`src/rtl/mrm_pkg.sv`:
```
// ----------------------------------------------------------------------------
// mrm_pkg - shared definitions for the modem response matcher
// Request kinds, buffer and tail sizes, and the fixed reply strings held
// right-aligned so that the last character sits in the lowest byte.
// ----------------------------------------------------------------------------
package mrm_pkg;

  // sizes
  localparam int BUFFER_BYTES = 99;
  localparam int CNT_W        = $clog2(BUFFER_BYTES + 1);
  localparam int TAIL_LEN     = 10;
  localparam int REPLY_COUNT  = 12;
  localparam int CODE_W       = 4;

  // register indexes on the configuration port
  localparam logic CFG_LINE_TARGET   = 1'b0;
  localparam logic CFG_TIMEOUT_LIMIT = 1'b1;

  // configuration reset values
  localparam logic [7:0]  LINE_TARGET_RST   = 8'd1;
  localparam logic [15:0] TIMEOUT_LIMIT_RST = 16'd1000;

  // byte codes
  localparam logic [7:0] CHAR_LF    = 8'h0A;
  localparam logic [7:0] CHAR_CR    = 8'h0D;
  localparam logic [7:0] CHAR_SPACE = 8'h20;
  localparam logic [7:0] CHAR_NUL   = 8'h00;

  // request kinds
  typedef enum logic [1:0] {
    KIND_START = 2'd0,
    KIND_BYTE  = 2'd1,
    KIND_TICK  = 2'd2
  } kind_t;

  typedef logic [8*TAIL_LEN-1:0] reply_str_t;
  typedef logic [3:0]            reply_len_t;

  // reply strings, right-aligned, zero padded on the left
  localparam reply_str_t REPLY_TAIL [REPLY_COUNT] = '{
    reply_str_t'("OK"),
    reply_str_t'("ERROR"),
    reply_str_t'("CONNECT"),
    reply_str_t'("NO CARRIER"),
    reply_str_t'("IP STATUS"),
    reply_str_t'("IP INITIAL"),
    reply_str_t'("SHUT OK"),
    reply_str_t'("CLOSED"),
    reply_str_t'("DEACT"),
    reply_str_t'("READY"),
    reply_str_t'("."),
    reply_str_t'("POWER DOWN")
  };

  localparam reply_len_t REPLY_LEN [REPLY_COUNT] = '{
    4'd2, 4'd5, 4'd7, 4'd10, 4'd9, 4'd10, 4'd7, 4'd6, 4'd5, 4'd5, 4'd1, 4'd10
  };

  // expected characters of every reply at one tail position
  typedef logic [REPLY_COUNT-1:0][7:0] exp_chars_t;
  typedef logic [REPLY_COUNT-1:0]      reply_vec_t;

  // control from the window logic to one tail cell
  typedef struct packed {
    logic clr;
    logic shift;
  } cell_ctrl_t;

endpackage

```
`src/rtl/mrm_tail_cell.sv`:
```
// ----------------------------------------------------------------------------
// mrm_tail_cell - one character of the tail register
// Holds one stored character, takes its neighbour's character on a shift and
// compares the incoming character against every reply at this position.
// ----------------------------------------------------------------------------
module mrm_tail_cell (
  input  logic                clk,
  input  mrm_pkg::cell_ctrl_t ctrl,
  input  logic [7:0]          din,
  input  mrm_pkg::exp_chars_t exp_chars,
  input  mrm_pkg::reply_vec_t care,
  output logic [7:0]          dout,
  output mrm_pkg::reply_vec_t eq
);

  logic [7:0] char_r;
  logic [7:0] char_nxt;

  // clear on a new window, load from the neighbour on a shift
  always_comb begin
    char_nxt = char_r;
    if (ctrl.clr) begin
      char_nxt = mrm_pkg::CHAR_NUL;
    end else if (ctrl.shift) begin
      char_nxt = din;
    end
  end

  always_ff @(posedge clk) begin
    char_r <= char_nxt;
  end

  // per-reply compare of the character arriving here
  always_comb begin
    for (int r = 0; r < mrm_pkg::REPLY_COUNT; r++) begin
      eq[r] = !care[r] || (din == exp_chars[r]);
    end
  end

  assign dout = char_r;

endmodule

```
`src/rtl/modem_response_matcher.sv`:
```
// ----------------------------------------------------------------------------
// modem_response_matcher - reply string matcher for a modem link
// Result: registered, shows in the cycle after its request is accepted.
// Throughput: one request per cycle while not stalled; the tail compare runs in parallel.
// A request that closes a window waits only while an earlier result is held.
// Reset: synchronous active-low; window idle, line target 1, timeout 1000.
// ----------------------------------------------------------------------------
module modem_response_matcher (
  input  logic        clk,
  input  logic        rst_n,
  input  logic        in_valid,
  output logic        in_stall,
  input  logic [1:0]  in_kind,
  input  logic [7:0]  in_rx_byte,
  output logic        out_valid,
  input  logic        out_stall,
  output logic [3:0]  out_response_code,
  input  logic        cfg_we,
  input  logic        cfg_index,
  input  logic [15:0] cfg_wdata
);

  localparam int TL = mrm_pkg::TAIL_LEN;
  localparam int RC = mrm_pkg::REPLY_COUNT;
  localparam int CW = mrm_pkg::CNT_W;

  // configuration registers
  logic [7:0]  line_target_r;
  logic [15:0] timeout_limit_r;

  // window state
  logic                    open_r,  open_nxt;
  logic [RC-1:0]           found_r, found_nxt;
  logic [CW-1:0]           stored_r, stored_nxt;
  logic [7:0]              line_r,  line_nxt;
  logic [15:0]             tick_r,  tick_nxt;
  logic                    zero_r,  zero_nxt;

  // output register
  logic                    out_valid_r, out_valid_nxt;
  logic [3:0]              code_r, code_nxt;

  // decode and datapath
  logic                    is_start, is_byte, is_tick, acc;
  logic                    is_eol, store, match_en, emit;
  logic [7:0]              byte_map;
  logic [3:0]              code_c;
  mrm_pkg::cell_ctrl_t     cell_ctrl;
  logic [7:0]              chain [TL+1];
  mrm_pkg::reply_vec_t     cell_eq [TL];
  mrm_pkg::reply_vec_t     match_all;

  // configuration writes
  always_ff @(posedge clk) begin
    if (!rst_n) begin
      line_target_r   <= mrm_pkg::LINE_TARGET_RST;
      timeout_limit_r <= mrm_pkg::TIMEOUT_LIMIT_RST;
    end else if (cfg_we) begin
      unique case (cfg_index)
        mrm_pkg::CFG_LINE_TARGET:   line_target_r   <= cfg_wdata[7:0];
        mrm_pkg::CFG_TIMEOUT_LIMIT: timeout_limit_r <= cfg_wdata;
        default: ;
      endcase
    end
  end

  // request decode
  assign is_start = (in_kind == mrm_pkg::KIND_START);
  assign is_byte  = (in_kind == mrm_pkg::KIND_BYTE) && open_r;
  assign is_tick  = (in_kind == mrm_pkg::KIND_TICK) && open_r;

  // line ends become spaces
  assign is_eol   = (in_rx_byte == mrm_pkg::CHAR_LF) || (in_rx_byte == mrm_pkg::CHAR_CR);
  assign byte_map = is_eol ? mrm_pkg::CHAR_SPACE : in_rx_byte;
  assign store    = is_byte && (stored_r < CW'(mrm_pkg::BUFFER_BYTES));
  assign match_en = store && (byte_map != mrm_pkg::CHAR_NUL) && !zero_r;

  // row of tail cells, newest character enters at the top
  assign chain[TL] = byte_map;
  assign cell_ctrl.clr   = acc && is_start;
  assign cell_ctrl.shift = acc && store;

  for (genvar p = 0; p < TL; p++) begin : g_cell
    mrm_pkg::exp_chars_t exp_p;
    mrm_pkg::reply_vec_t care_p;

    always_comb begin
      for (int r = 0; r < RC; r++) begin
        exp_p[r]  = mrm_pkg::REPLY_TAIL[r][8*(TL-1-p) +: 8];
        care_p[r] = (p >= (TL - int'(mrm_pkg::REPLY_LEN[r])));
      end
    end

    mrm_tail_cell u_cell (
      .clk       (clk),
      .ctrl      (cell_ctrl),
      .din       (chain[p+1]),
      .exp_chars (exp_p),
      .care      (care_p),
      .dout      (chain[p]),
      .eq        (cell_eq[p])
    );
  end

  // a reply matches when every cell agrees
  always_comb begin
    match_all = '1;
    for (int p = 0; p < TL; p++) begin
      match_all = match_all & cell_eq[p];
    end
  end

  // next window state
  always_comb begin
    found_nxt  = found_r;
    stored_nxt = stored_r;
    line_nxt   = line_r;
    tick_nxt   = tick_r;
    zero_nxt   = zero_r;
    if (store) begin
      stored_nxt = stored_r + CW'(1);
      if (is_eol) begin
        line_nxt = line_r + 8'd1;
      end
      if (byte_map == mrm_pkg::CHAR_NUL) begin
        zero_nxt = 1'b1;
      end
      if (match_en) begin
        found_nxt = found_r | match_all;
      end
    end
    if (is_tick && (tick_r != 16'hFFFF)) begin
      tick_nxt = tick_r + 16'd1;
    end
  end

  // close decision
  always_comb begin
    emit = 1'b0;
    if (is_start) begin
      emit = (timeout_limit_r == 16'd0);
    end else if (is_byte) begin
      emit = (line_nxt == line_target_r);
    end else if (is_tick) begin
      emit = (tick_nxt >= timeout_limit_r);
    end
  end

  // highest-numbered found reply
  always_comb begin
    code_c = 4'd0;
    if (!is_start) begin
      for (int r = 0; r < RC; r++) begin
        if (found_nxt[r]) begin
          code_c = 4'(r + 1);
        end
      end
    end
  end

  // hold back only a request that would overwrite a waiting result
  assign in_stall = out_valid_r && out_stall && emit;
  assign acc      = in_valid && !in_stall;

  always_comb begin
    open_nxt = open_r;
    if (acc) begin
      if (is_start) begin
        open_nxt = (timeout_limit_r != 16'd0);
      end else if (emit) begin
        open_nxt = 1'b0;
      end
    end
  end

  // window registers
  always_ff @(posedge clk) begin
    if (!rst_n) begin
      open_r   <= 1'b0;
      found_r  <= '0;
      stored_r <= '0;
      line_r   <= '0;
      tick_r   <= '0;
      zero_r   <= 1'b0;
    end else if (acc) begin
      open_r <= open_nxt;
      if (is_start) begin
        found_r  <= '0;
        stored_r <= '0;
        line_r   <= '0;
        tick_r   <= '0;
        zero_r   <= 1'b0;
      end else begin
        found_r  <= found_nxt;
        stored_r <= stored_nxt;
        line_r   <= line_nxt;
        tick_r   <= tick_nxt;
        zero_r   <= zero_nxt;
      end
    end
  end

  // result register
  always_comb begin
    out_valid_nxt = out_valid_r;
    code_nxt      = code_r;
    if (acc && emit) begin
      out_valid_nxt = 1'b1;
      code_nxt      = code_c;
    end else if (out_valid_r && !out_stall) begin
      out_valid_nxt = 1'b0;
    end
  end

  always_ff @(posedge clk) begin
    if (!rst_n) begin
      out_valid_r <= 1'b0;
    end else begin
      out_valid_r <= out_valid_nxt;
    end
  end

  always_ff @(posedge clk) begin
    code_r <= code_nxt;
  end

  assign out_valid         = out_valid_r;
  assign out_response_code = code_r;

endmodule

```
`config.mk`:
```
export PLATFORM = sky130hd
export DESIGN_NAME = modem_response_matcher
export DESIGN_NICKNAME = d
export VERILOG_FILES = /design/src/rtl/mrm_pkg.sv /design/src/rtl/mrm_tail_cell.sv /design/src/rtl/modem_response_matcher.sv
export SDC_FILE = /design/constraint.sdc
export NUM_CORES = 1
export LEC_CHECK = 0
export BUFFER_PORTS_ARGS = -buffer_cell sky130_fd_sc_hd__buf_2
export CELL_PAD_IN_SITES_DETAIL_PLACEMENT = 0
export CELL_PAD_IN_SITES_GLOBAL_PLACEMENT = 1
export CORE_ASPECT_RATIO = 0.9
export CORE_MARGIN = 4
export CORE_UTILIZATION = 47
export CTS_CLUSTER_SIZE = 10
export DETAILED_ROUTE_END_ITERATION = 7
export PLACE_DENSITY_LB_ADDON = 0.1
export RECOVER_POWER = 25
export SETUP_SLACK_MARGIN = 0.1
export SKIP_LAST_GASP = 1
export SLEW_MARGIN = 20
export SYNTH_ARGS = -nofsm -noshare
export SYNTH_HDL_FRONTEND = slang
export SYNTH_SLANG_ARGS = --single-unit
```
`constraint.sdc`:
```
create_clock -name clk -period 8.2 [get_ports clk]
set_input_delay 2.46 -clock clk [delete_from_list [all_inputs] [get_ports clk]]
set_output_delay 2.46 -clock clk [all_outputs]
set_load 0.01 [all_outputs]
```
==> impl.org, run 1 <==
** Floorplanning
- Core ar. :: 15,400 um^2
- Area of the die :: 17,700 um^2
- Number of placement rows :: 43
- Starting Density :: 0.478
- In this run the horizontal extent of the chip is 140 um.
- Die H :: 127 um
- Num ports :: 38

** Timing
- Setup violations remaining at the end of the flow were counted as 0.
- Clk_skew :: 0.00962 ns
- Setup repair after global routing missed its margin :: no
- In the finished design, the share of the clock period the worst path needs comes to 0.941.
- Slew Limit Headroom :: -0.0927
- Aggregate negative setup slack :: 0 ns
- The number of hold violations in the final report came to 0.
- Maximum clock frequency :: 130 MHz
- At the pin with the least slew margin, the transition time is 1.64 ns.
- The smallest clock period supported by the final layout is computed as 7.72 ns.
- Final max-slew violation count :: 34

** Setup path
- Arrival time reported for the critical path endpoint :: 5.26 ns
- CP max stage delay :: 0.46 ns
- For the worst flop-to-flop path, the logic depth is 17.
- STA classifies the critical path endpoint as an output pin.
- The slowest stage of the critical path is the and4_1 cell.
- The critical path goes through clkbuf_1 -> nand3b_1 -> a31oi_1 -> and4_1 -> nand3_1 -> xnor2_1 -> ha_1 -> a21o_1 -> a21oi_1 -> o21ai_0 -> a211oi_1 -> nor2_1 -> a21oi_1 -> nor2_1 -> buf_2.
- Start-to-end type of the worst setup path :: primary input to output pin
- Data required time at the worst endpoint :: 5.74 ns
- The worst setup path is launched from a primary input.
- Reg-to-reg startpoint :: tick_r[5]$_SDFFE_PN0P_
- The endpoint identified for the worst register-to-register timing path is tick_r[12]$_SDFFE_PN0P_.
- Register-to-register path setup slack :: 2.51 ns
- Max FO, Critical Path :: 9

** Synthesis
- Fraction of synthesis flops using an asynchronous set or reset pin :: 0
- During synthesis, Yosys emitted a total of 0 warnings.
- Netlist Area Pre-Place :: 7360 um^2
- Total nets after synthesis :: 892
- Cell type contributing the most total cell area after synthesis :: dfxtp_1
- Synthesized area per cell :: 8.75 um^2
- Counting every instance in the synthesized netlist gives 841.
- Number of flops mapped to enable cells by yosys :: 4
- By area the synthesized netlist is led by dfxtp_1 39%, a22o_1 8.4%, a21oi_1 4.1%.
- Counting flops and latches in the post-synthesis netlist gives 146.
- Of the synthesized area, sequential elements account for 0.402.
- Top_reg_cell synth :: dfxtp_1
- The share of synthesized area in the top cell type comes to 0.386.
- Distinct cells, synth :: 75

** Drt
- After detailed routing, the number of vias per cell comes to 6.31.
- In the final routed layout, each cell accounts on average for 20.2 um.
- Total number of vias :: 6,796
- The count of nets left with antenna violations once routing finished came out at 0.
- Violation count after the first detailed-routing iteration :: 529
- The routed design has 21.7 mm of wire.
- After detailed routing, the number of remaining DRC violations is 0.
- Number of detailed-route iterations in the first pass :: 5

** Layout
- Leading cell type in the layout, fill and taps excluded :: dfxtp_1
- Fill cell total of the finished layout :: 1,497
- Top library cells by usage in the layout, fill and taps aside :: 142 x dfxtp_1, 78 x nand2_1, 71 x a22o_1
- Fraction of final layout cells sized beyond drive strength 1 :: 0.0949
- From synthesis to final layout, the design area changed by 11.9%.
- Register cell area after layout :: 2960 um^2
- Combined area of the multi-input logic cells :: 4100 um^2
- In the final design database the tool counted 913 nets.
- Post-route standard cell area excluding fillers :: 8240 um^2
- Antenna cell count :: 0

** Hold path
- Worst Hold Class :: flop to flop
- The worst hold path begins at zero_r$_SDFFE_PN0P_.
- Sink of the worst hold path :: zero_r$_SDFFE_PN0P_
- Counting instances, the worst hold path has a depth of 2.

** GRT
- Wire length of the first global-routing pass :: 35.0 mm
- The number of antenna violations at the first check in global routing is 0.
- Remaining global-route overflow :: 0
- Largest net degree at the start of global routing :: 73
- The number of global-route vias before repair was 6,288.
- All-Layer GR Usage :: 0.248

** CTS
- Htree depth :: 4
- Clock buffer depth :: 2
- TritonCTS built the clock tree.
- Gates resized during post-CTS repair numbered 0.
- Post-CTS timing repair inserted 0 buffers for setup.
- Count of hold buffers inserted by post-cts repair :: 0
- The tree built by TritonCTS fans out to 146 sinks.
- Worst-skew pair later-pin latency :: 0.43 ns
- In this run, CTS created clock tree buffers numbering 17.
- Clock tree synthesis selected as its root buffer the cell clkbuf_16.
- Clock slew seen by the registers of the worst setup and hold paths :: 0.06 ns

** Placed design
- Final weighted congestion of routability-driven global placement :: 0.959
- In this run the tool buffered the top-level ports with 37 buffer cells.
- Detailed placement finished with a half-perimeter wire length of 15.7 mm.
- Post-place instance area :: 7700 um^2

** Pwr
- The worst-case IR drop observed on VDD is 0.172 mV.
- Logic gate share of total power :: 0.050
- In this run the static leakage power is 3.00 nW.
- Internal Dissipation :: 1.17 mW
- Net load switching power :: 0.387 mW
- The share of total power dissipated in the clock network is 0.486.
- The share of total power dissipated in sequential elements is 0.464.
- Fraction of power spent switching nets :: 0.248
- For this design the ratio of total power to cell area is 190 nW/um^2.

** Outcome
- Result of the run :: complete, but fails checks
- The final reports fail on max-capacitance violations, max-slew violations.

** Job
- Across the run, the number of max-cap violations was 1.
[cell usage after synthesis (12+ instances only)]
| master | n |
|---|---|
| buf_2 | 15 |
| nand3_1 | 32 |
| a21oi_1 | 61 |
| nor4_1 | 22 |
| nor3_1 | 23 |
| dfxtp_1 | 142 |
| o21ai_0 | 28 |
| clkbuf_1 | 25 |
| or3_1 | 12 |
| nor2_1 | 57 |
| a22o_1 | 71 |
| and3_1 | 12 |
| nand4_1 | 19 |
| inv_1 | 27 |
| nand2_1 | 78 |
| xnor2_1 | 17 |
| ha_1 | 19 |
[cell families (layout without fill, tap and decap cells)]
| group | Yosys count | count (layout) | share of synthesized area |
|---|---|---|---|
| and+or+nand+nor | 335 | 335 | 0.251 |
| AOI/OAI and AO/OA | 239 | 239 | 0.237 |
| DFF | 146 | 146 | 0.402 |
| buffers and inverters | 72 | 106 | 0.0408 |
| xor gates and xnor gates | 25 | 25 | 0.0297 |
| adders and majority gates | 19 | 19 | 0.0323 |
| muxes | 5 | 5 | 0.00731 |
[critical path, delay by kind of cell]
| family | cells | cell delay (ns) |
|---|---|---|
| fa+ha+maj | 1 | 0.29 |
| compound gates | 6 | 1.12 |
| buf+inv | 2 | 0.25 |
| xor+xnor | 1 | 0.15 |
| simple gates | 5 | 0.98 |
[stage by stage]
stage | std cells | power, mW | hold slack [ns] | setup slack (ns) | util
after global placement | 1045 | 0.817 | 0.440 | 0.662 | 0.500
after global routing | 1077 | 1.61 | 0.481 | 0.272 | 0.535
final | 1077 | 1.56 | 0.469 | 0.485 | 0.535
after CTS | 1077 | 1.57 | 0.468 | 0.576 | 0.537
after floorplan | 841 | 0.787 | 0.425 | 0.850 | -
after detailed placement | 1045 | 0.818 | 0.456 | 0.586 | 0.500
[sequential cells by signal (all words and copies together), names as in the netlist]
register            count
g_cell.u_cell.dout     72
tick_r                 16
timeout_limit_r        16
found_r                12
line_r                  8
line_target_r           8
stored_r                7
out_response_code       4
open_r                  1
out_valid               1
zero_r                  1
[power by group through the flow]
stage / logic (mW) / registers [mW] / clock network (mW)
after floorplan: 0.0488 / 0.739 / 0
after global placement: 0.0760 / 0.741 / 0
after detailed placement: 0.0775 / 0.741 / 0
after CTS: 0.0780 / 0.725 / 0.768
after global routing: 0.0858 / 0.725 / 0.800
final: 0.0775 / 0.725 / 0.759
[how the worst max path moves through the flow]
| stage | startpoint | endpoint | slack (ns) | cells past startpoint |
|---|---|---|---|---|
| floorplan | in_kind[0] | in_stall | 0.85 | 14 |
| global placement | in_kind[0] | in_stall | 0.66 | 15 |
| detailed placement | in_kind[0] | in_stall | 0.59 | 15 |
| CTS | in_kind[0] | in_stall | 0.58 | 15 |
| global route | in_kind[0] | in_stall | 0.27 | 15 |
| finish | in_kind[0] | in_stall | 0.48 | 15 |
[final cells by class]
type | count | area share
Inverter | 27 | 0.0123
Timing Repair Buffer | 47 | 0.0293
Clock inverter | 12 | 0.0155
Sequential cell | 146 | 0.360
Clock buffer | 20 | 0.0542
Multi-Input combinational cell | 623 | 0.498
Tap cell | 202 | 0.0307
[metal layers]
metal	track usage	share of wire	wire, um	vias up
met5	0	0	0	-
li1	-	-	-	3220
met4	0.0741	0.016	337	0
met3	0.0637	0.078	1690	27
met2	0.334	0.40	8760	253
met1	0.385	0.50	10900	3296
Note: power is estimated with default switching activity, not from simulation.
==> inputs of run 2 (changes only) <==
Settings changed: CORE_ASPECT_RATIO 0.9 to 1.4.
==> run 2 against run 1 <==
The run now ends clean; critical endpoint unchanged; critical path depth is the same; highest routed layer unchanged; wire length shrank 1.8%; final cell count shrank 0.74%; worst hold slack lost 0.0079 ns.
==> impl.org, run 2 (synthesis gave the netlist of run 1 again) <==
** Floorplanning
- Core ar. :: 15,200 um^2 (-1.3%)
- Starting Density :: 0.485 (+0.00635)
- The horizontal die dimension was 114 um (-19%).
- The die extent in y came to 156 um (+23%).
- The area enclosed by the die boundary was 17,800 um^2 (+0.14%).
- The number of placed I/O pins was 38 (unchanged).
- Number of placement rows :: 53 (+23%)

** Layout
- The area taken by multi-input logic gates came to 4120 um^2 (+0.27%).
- Net total in the final layout :: 915 (+0.22%)
- Leading cell type in the layout, fill and taps excluded :: dfxtp_1
- Antenna cell count :: 0 (unchanged)
- Final Core Density :: 0.544 (+0.00883)
- Register cell area after layout :: 2960 um^2 (unchanged)
- The flip-flop count of the largest register, all copies and words added came to 72 (unchanged).
- Compared with the post-synthesis result, the final layout area differs by 12.2%.
- Post-route standard cell area excluding fillers :: 8260 um^2 (+0.32%)
- In the layout the commonest cells are 142 x dfxtp_1, 78 x nand2_1, 71 x a22o_1.
- Fill cell total of the finished layout :: 1,412 (-5.7%)
- The layout cell share with drive strength beyond 1 came to 0.100 (+0.00548).
- The number of non-filler instances in the completed layout was 1,069 (-0.74%).

** Setup path
- Kind of end point of the critical path :: output pin
- Number of cell instances on the worst register-to-register path :: 18 (+1)
- The worst register-to-register path begins at tick_r[5]$_SDFFE_PN0P_.
- Start-to-end type of the worst setup path :: primary input to output pin
- The worst-path maximum fanout came to 9 (unchanged).
- The worst-case register-to-register setup slack was 2.93 ns (+0.42 ns).
- The worst register-to-register path ends at g_cell[1].u_cell.dout[6]$_SDFFE_PP0P_.
- The worst setup path is launched from a primary input.
- Data required time at the worst endpoint :: 5.74 ns (about the same)
- The worst endpoint data arrival time was 5.27 ns (about the same).

** GRT
- The pin count of the biggest net entering global routing was 70 (-4.1%).
- All-Layer GR Usage :: 0.243 (-0.00500)
- Vias in the first global route :: 6,549 (+4.2%)
- Wire length of the first global-routing pass :: 33.9 mm (-3.3%)
- Number of antenna violations at the first check in global routing :: 0 (unchanged)
- The overflow left after global routing came to 0 (unchanged).

** Timing
- Aggregate negative setup slack :: 0 ns (unchanged)
- The normalized max-slew margin came to 0.294 (+0.387).
- The worst clock skew was 0.00772 ns (-0.00190 ns).
- Final max-slew violation count :: 0 (-100%)
- The maximum clock rate came to 129 MHz (-0.17%).
- The minimum period implied by the final worst setup slack was 7.73 ns (+0.0135 ns).
- The number of hold violations in the final report is 0 (unchanged).
- Transition time at the pin with the least slew margin :: 1.05 ns (-0.590 ns)
- The total of endpoints with negative setup slack in the final report came to 0 (unchanged).
- Setup repair after global routing missed its margin :: no
- The final cycle utilization of the critical path is 0.943 (+0.00164).

** Drt
- The routed via count is 6,611 (-2.7%).
- The count of TritonRoute iterations in the first routing pass was 7 (+2).
- Remaining design rule violation count :: 0 (unchanged)
- Violation count after the first detailed-routing iteration :: 447 (-16%)
- The average detailed-routed wire length per instance was 20.0 um (-1.0%).
- Total wire length after detailed routing :: 21.4 mm (-1.8%)
- The count of antenna-violating nets left after detailed routing is 0 (unchanged).
- The routed via count divided by cell count was 6.18 (-2.0%).

** Pwr
- Total leakage power :: 3.03 nW (+0.74%)
- Highest ir drop seen on vdd :: 0.154 mV (-10%)
- The power per unit of standard cell area is 191 nW/um^2 (+0.75%).

** Placed design
- The last weighted congestion value of the routability-driven placer came to 0.895 (-6.7%).
- The total placed cells including tap cells came to 1,037 (-0.77%).
- The estimated wirelength of the detail-placed design is 15.5 mm (-0.92%).
- Post-place instance area :: 7700 um^2 (about the same)
- Port-buffer cells :: 37 (unchanged)

** CTS
- Worst-skew pair later-pin latency :: 0.43 ns (about the same)
- Num CTS Buffers :: 17 (unchanged)
- # clock sinks :: 146 (unchanged)
- Post-CTS resize count :: 0 (unchanged)
- TritonCTS built the clock tree.
- Count of hold buffers inserted by post-cts repair :: 0 (unchanged)
- Htree depth :: 4 (unchanged)
- Clock buffer depth :: 2 (unchanged)
- Clock slew seen by the registers of the worst setup and hold paths :: 0.06 ns (about the same)
- The total setup buffers inserted after CTS is 0 (unchanged).
- Clk Tree Root Cell :: clkbuf_16

** Hold path
- The tightest min-delay check is of the flop to flop type.
- Hold Path Origin :: zero_r$_SDFFE_PN0P_
- The path with the worst hold slack has its endpoint at zero_r$_SDFFE_PN0P_.
- The number of cells on the worst hold path was 2 (unchanged).

** Job
- The number of violations of the max-capacitance limit is 0 (-1).

** Outcome
- Result of the run :: finished, final reports clean
[run 2: area by class of cell]
class                           count  share of cell area
Multi-Input combinational cell    623               0.498
Sequential cell                   146               0.359
Clock buffer                       20              0.0553
Timing Repair Buffer               49              0.0307
Tap cell                          192              0.0291
Clock inverter                     12              0.0161
Inverter                           27              0.0123
[run 2: worst max path at each step]
| stage | start | slack [ns] | endpoint | cells after the start |
|---|---|---|---|---|
| floorplan | in_kind[0] | 0.85 | in_stall | 14 |
| global placement | in_kind[0] | 0.50 | in_stall | 15 |
| detailed placement | in_kind[0] | 0.48 | in_stall | 15 |
| CTS | in_kind[0] | 0.48 | in_stall | 15 |
| global route | in_kind[0] | 0.29 | in_stall | 15 |
| finish | in_kind[0] | 0.47 | in_stall | 15 |
[run 2: where the power goes]
| part | total [mW] | switching, mW | internal, mW | leakage (nW) |
|---|---|---|---|---|
| sequential | 0.725 | 0.00551 | 0.719 | 1.18 |
| clock | 0.778 | 0.314 | 0.464 | 0.282 |
| combinational | 0.0757 | 0.0518 | 0.0240 | 1.56 |
[run 2: layer usage]
layer | global-route usage | routed length (um) | vias to the layer above
li1 | - | - | 3223
met1 | 0.263 | 8410 | 3140
met2 | 0.446 | 11100 | 186
met3 | 0.0388 | 807 | 62
met4 | 0.135 | 1080 | 0
met5 | 0 | 0 | -
[run 2: worst max-delay path, cell delays in order]
cell and delay (ns):
clkbuf_1 0.12, nand3b_1 0.21, a31oi_2 0.17, and4_1 0.44
nand3_1 0.16, xnor2_1 0.15, ha_1 0.29, a21o_1 0.18
a21oi_1 0.14, o21ai_0 0.11, a211oi_1 0.30, nor2_1 0.14
a21oi_1 0.16, nor2_1 0.09, buf_2 0.15
[run 2: stage by stage]
stage	setup WS [ns]	power, mW	hold WS [ns]
2_1_floorplan	0.850	0.787	0.425
3_3_place_gp	0.505	0.815	0.435
3_5_place_dp	0.484	0.817	0.452
4_1_cts	0.478	1.59	0.459
5_1_grt	0.285	1.63	0.494
6_report	0.471	1.58	0.461
